<file path="config.mk">
export PLATFORM = sky130hd
export DESIGN_NAME = aesbc_ram
export DESIGN_NICKNAME = d
export VERILOG_FILES = /design/src/rtl/core/aesbc_ram.sv
export SDC_FILE = /design/constraint.sdc
export NUM_CORES = 2
export LEC_CHECK = 0
export BUFFER_PORTS_ARGS = -buffer_cell sky130_fd_sc_hd__buf_2
export CELL_PAD_IN_SITES_DETAIL_PLACEMENT = 1
export CELL_PAD_IN_SITES_GLOBAL_PLACEMENT = 1
export CORE_MARGIN = 3
export CORE_UTILIZATION = 51
export DETAILED_ROUTE_END_ITERATION = 6
export PLACE_DENSITY = 0.84
export SYNTH_ARGS = -nofsm -noshare
export SYNTH_HDL_FRONTEND = slang
export SYNTH_SLANG_ARGS = --single-unit
</file>
<file path="constraint.sdc">
create_clock -name aclk -period 3.2 [get_ports aclk]
set_input_delay 0.32 -clock aclk [delete_from_list [all_inputs] [get_ports aclk]]
set_output_delay 0.32 -clock aclk [all_outputs]
set_load 0.02 [all_outputs]
</file>
<file path="src/rtl/core/aesbc_ram.sv">
`default_nettype none
// ----------------------------------------------------------------------------
// aesbc_ram
// Simple dual-port RAM: one write port, one read port with registered data.
// ----------------------------------------------------------------------------
module aesbc_ram #(
    parameter int WIDTH = 32,
    parameter int DEPTH = 60
) (
    input  wire logic                     aclk,
    input  wire logic                     wr_en,
    input  wire logic [$clog2(DEPTH)-1:0] wr_addr,
    input  wire logic [WIDTH-1:0]         wr_data,
    input  wire logic [$clog2(DEPTH)-1:0] rd_addr,
    output logic      [WIDTH-1:0]         rd_data
);

    logic [WIDTH-1:0] mem_reg [DEPTH];
    logic [WIDTH-1:0] rd_data_reg;

    always_ff @(posedge aclk) begin
        if (wr_en) begin
            mem_reg[wr_addr] <= wr_data;
        end
        rd_data_reg <= mem_reg[rd_addr];
    end

    assign rd_data = rd_data_reg;

endmodule
`default_nettype wire

</file>
After elaboration in Yosys (flattened, before gate mapping)
Memories as Yosys holds them, arrays and structs flattened. A register that Yosys moved wholly into a read port is not among the register bits.
Index checks and enable logic that the tools add are counted.
{ "op_classes": {"mux": 2} }
{ "ops": {"columns": ["cell", "count"], "rows": [
  ["$mux 1", 2]
]} }
{ "totals": {"register_bits": 0, "mem_bits_rw": 1920, "in_bits": 46, "output_inout_bits": 32, "elab_cells": 3, "memories": 1} }
{ "mem_list": {"columns": ["name", "words", "width", "read_ports", "rd_ports_with_merged_regs", "wr", "line", "rtl"], "rows": [
  ["mem_reg", 60, 32, 1, 1, 1, "18", "logic [WIDTH-1:0] mem_reg [DEPTH];"]
]} }

Longest topological paths before layout
{ "logic_depth": {"depth_word": 2, "ltp_mapped": 10, "mapped_depth_nobuf": 5} }

Least setup slack after synthesis
OpenSTA, ideal clock, no wires.
{ "synth_timing": {"path_kind": "input-to-reg", "startpoint": "input wr_addr[4]", "endpoint": "memory mem_reg[32][0], enable pin", "setup_time_ps": 461, "arrival_ps": 2998, "t_required_ps": 2739, "path_slack_ps": -259, "cell_stages": 4, "n_path_buf": 1, "cell_sequence": "clkbuf_1 -> nor2_1 -> nand4b_1 -> nor3_1"} }
{ "synth_rtl": {"columns": ["element", "line", "rtl"], "rows": [
  ["start, declared", "12", "input wire logic [$clog2(DEPTH)-1:0] wr_addr,"],
  ["end, declared", "18", null]
]} }
No word-level cell before the write port.

==> results_dict.tcl <==
set metrics [dict create \
    outcome "complete, no violations" \
    max_clock_freq_mhz 439 \
    wl_per_cell_um 39.6 \
    power_report.internal_total_uw 40900 \
    synth_area_um2 73800 \
    hold-path-endpoint "mem_reg[26][17]" \
    postRouteWirelength_um 221000 \
    timing.critical_path.slowest_stage_cell "a22oi_1" \
    post_synth_inst_count 3264 \
    grt-ovfl-total 0 \
    synth_edf_count 1920 \
    hold_path.startpoint "wr_data[17]" \
    antenna_found_initial 16 \
    drt_iter0_markers 6395 \
    gp_congestion 0.804 \
    layout.core_utilization 0.588 \
    comb_power_share 0.052 \
    layout.nets 3565 \
    most_common_cell_after_layout_fill_and_taps_aside "edfxtp_1" \
    path_common_cell "a21oi_1" \
    post_placement_worst_setup_slack_ps 323 \
    cts_num_sinks 1952 \
    hold_viol_final 0 \
    total_clock_buffers_created_by_cts 181 \
    drt_first_pass_iters 6 \
    synth_ff_type "edfxtp_1" \
    buffer_ports.inserted 77 \
    worst_r2r_startpoint "mem_reg[0][5]" \
    r2r_cells 5 \
    hpwl_detailed_um 119000 \
    areaGrowthSynthToFinish_pct 13.6 \
    worst_path_setup_slack_after_routing_ps 923 \
    synth_warnings 0 \
    route.detailed.drc 0 \
    clk_path_buf_depth 3 \
    layout-drive-gt1-share 0.285 \
    final-max-slew-violation-count 0 \
    syn_avg_cell_area_um2 22.6 \
    classification_of_the_worst_setup_path "reg -> reg" \
    synth.yosys.seq_area_share 0.790 \
    start_util 0.517 \
    clock_insertion_delay_worst_skew_ps 840 \
    slew_headroom 0.0627 \
    worst_path_largest_cell_delay_ps 540 \
    coreArea_um2 143000 \
    p_sw_uw 11500 \
    ys_ff_latch 1952 \
    async_reset_ff_frac 0 \
    num_vias 38300 \
    postSynthNetCount 3310 \
    row_count 138 \
    timing.critical_path.fanout_max 1 \
    design.die.area_um2 149000 \
    ir_worst_vdd_mv 0.589 \
    min_period_ps 2280 \
    layout.cells.non_filler 5567 \
    cts_root_buffer "clkbuf_16" \
    largest_register_ffs 1920 \
    number_of_global_route_vias_before_repair 40700 \
    die_width_um 386 \
    grt_util_all_layers 0.298 \
    power.share.switching 0.219 \
    power.clock.fraction 0.405 \
    critPathLaunchType "flop" \
    maxCapViolations 0 \
    min_path_cells 1 \
    detail-route-antenna-nets 0 \
    setup_violations 0 \
    drt-vias-per-instance 6.88 \
    most-common-layout-cells "1,920 x edfxtp_1, 461 x mux4_2, 186 x clkbuf_16" \
    accumulated_negative_setup_slack_ps 0 \
    io-pin-count 78 \
    cts_hold_repair.buffers 0 \
    cts_tree "done" \
    dp.cells 5226 \
    power.static_leakage_uw 0.0262 \
    min-delay-path-class "in -> reg" \
    reg2reg_setup_slack_ps 920 \
    buffer_count_from_post_cts_setup_fixing 0 \
    critPathBufInv 0 \
    worstMarginPinSlew_ps 1410 \
    seqPwrFrac 0.543 \
    worst_setup_hold_path_clk_slew_ps 70 \
    arrival_ps 2960 \
    fillCellCount 11800 \
    crit_path_end_kind "flop" \
    grt_start_max_net_pins 86 \
    fp.dieH_um 386 \
    critical_path_required_ps 3880 \
    finalCritPeriodShare 0.712 \
    worstReg2RegEnd "rd_data[5]" \
    power_per_cell_area_nw_per_um2 625 \
    crit_family "compound AO/OA/AOI/OAI gates" \
    synthDistinctLibCells 38 \
    wire_length_of_the_first_global_routing_pass_um 315000 \
    cts-htree-levels 4 \
    cts_repair_resize_count 0 \
    rsz_0062_raised_after_global_routing "no" \
    clock_skew_ps 31.3 \
    path_cells "mux4_2, a22oi_1, a21oi_1, a21oi_1, o211ai_1" \
]
==> synthesized netlist by cell type (2+ instances only) <==
cell type,count,share of area
nand4_1,2,0.00017
buf_6,12,0.0018
mux2i_1,38,0.0052
nor2b_1,8,0.00068
nand2b_1,3,0.00025
o21a_1,19,0.0019
a221oi_1,19,0.0023
dfxtp_1,32,0.0087
a22o_1,26,0.0031
a31o_2,13,0.0015
buf_1,22,0.0011
o21ai_0,65,0.0044
or3b_2,2,0.00024
nor2_1,86,0.0044
buf_8,3,0.00061
a22oi_1,109,0.011
buf_12,4,0.0011
and3_1,19,0.0016
edfxtp_1,1920,0.78
nor3_1,2,0.00014
nand3_1,43,0.0029
a21oi_1,45,0.0031
mux4_2,461,0.14
o21ai_1,18,0.0012
inv_2,2,0.00010
nand3b_1,3,0.00031
buf_2,42,0.0028
and2_1,4,0.00034
nand2_1,62,0.0032
o211ai_1,32,0.0033
a31oi_1,19,0.0016
o211a_1,19,0.0026
buf_4,15,0.0015
clkbuf_1,91,0.0046
==> cell families (layout without fill, tap and decap cells) <==
kind of cell	count (synthesis)	in the layout	share of synthesized area
DFF	1952	1952	0.790
muxes	499	499	0.146
AOI/OAI and AO/OA	384	384	0.0360
and+or+nand+nor	237	237	0.0145
buffers and inverters	192	599	0.0138
other	0	6	0
==> worst max-delay path by stage <==
stage                        from  cells past startpoint             end
floorplan              wr_addr[3]                      4  mem_reg[10][0]
global placement       rd_addr[0]                      8     rd_data[25]
detailed placement     rd_addr[0]                      9      rd_data[8]
CTS                 mem_reg[1][5]                      5      rd_data[5]
global route        mem_reg[0][5]                      5      rd_data[5]
finish              mem_reg[0][5]                      5      rd_data[5]
==> through the flow <==
stage / total power, uW / area, um^2 / hold WS [ps]
6_report: 52400 / 83800 / 53.0
5_1_grt: 53700 / 83800 / 67.8
4_1_cts: 52600 / 83800 / 2.03
3_5_place_dp: 31600 / 78100 / 739
3_3_place_gp: 31500 / 78100 / 737
2_1_floorplan: 30300 / 73800 / 419
==> per-layer routing <==
metal  track usage  vias to the layer above  routed length (um)
li1              -                    14400                   -
met4         0.142                       16               11600
met3        0.0765                      596               25700
met5             0                        -                 114
met2         0.482                     3028              109000
met1         0.380                    20200               74200
==> power groups by stage <==
stage                     logic [uW]  registers (uW)  clock network [uW]
after floorplan                 1350           29000                   0
final                           2750           28400               21200
after global routing            2880           28400               22400
after CTS                       2730           28400               21400
after global placement          2510           29000                   0
after detailed placement        2650           29000                   0
==> area by class of cell <==
type | count | area, um^2 | share of cell area
clock inverter | 76 | 606 | 0.00722
clock buffer | 259 | 5070 | 0.0605
timing repair buffer | 261 | 2480 | 0.0296
tap | 1890 | 2360 | 0.0282
antenna | 6 | 15.0 | 0.000179
inverter | 3 | 11.3 | 0.000134
sequential | 1952 | 58300 | 0.695
multi-input combinational | 1120 | 15000 | 0.179
Power figures use the tool's default switching activity.
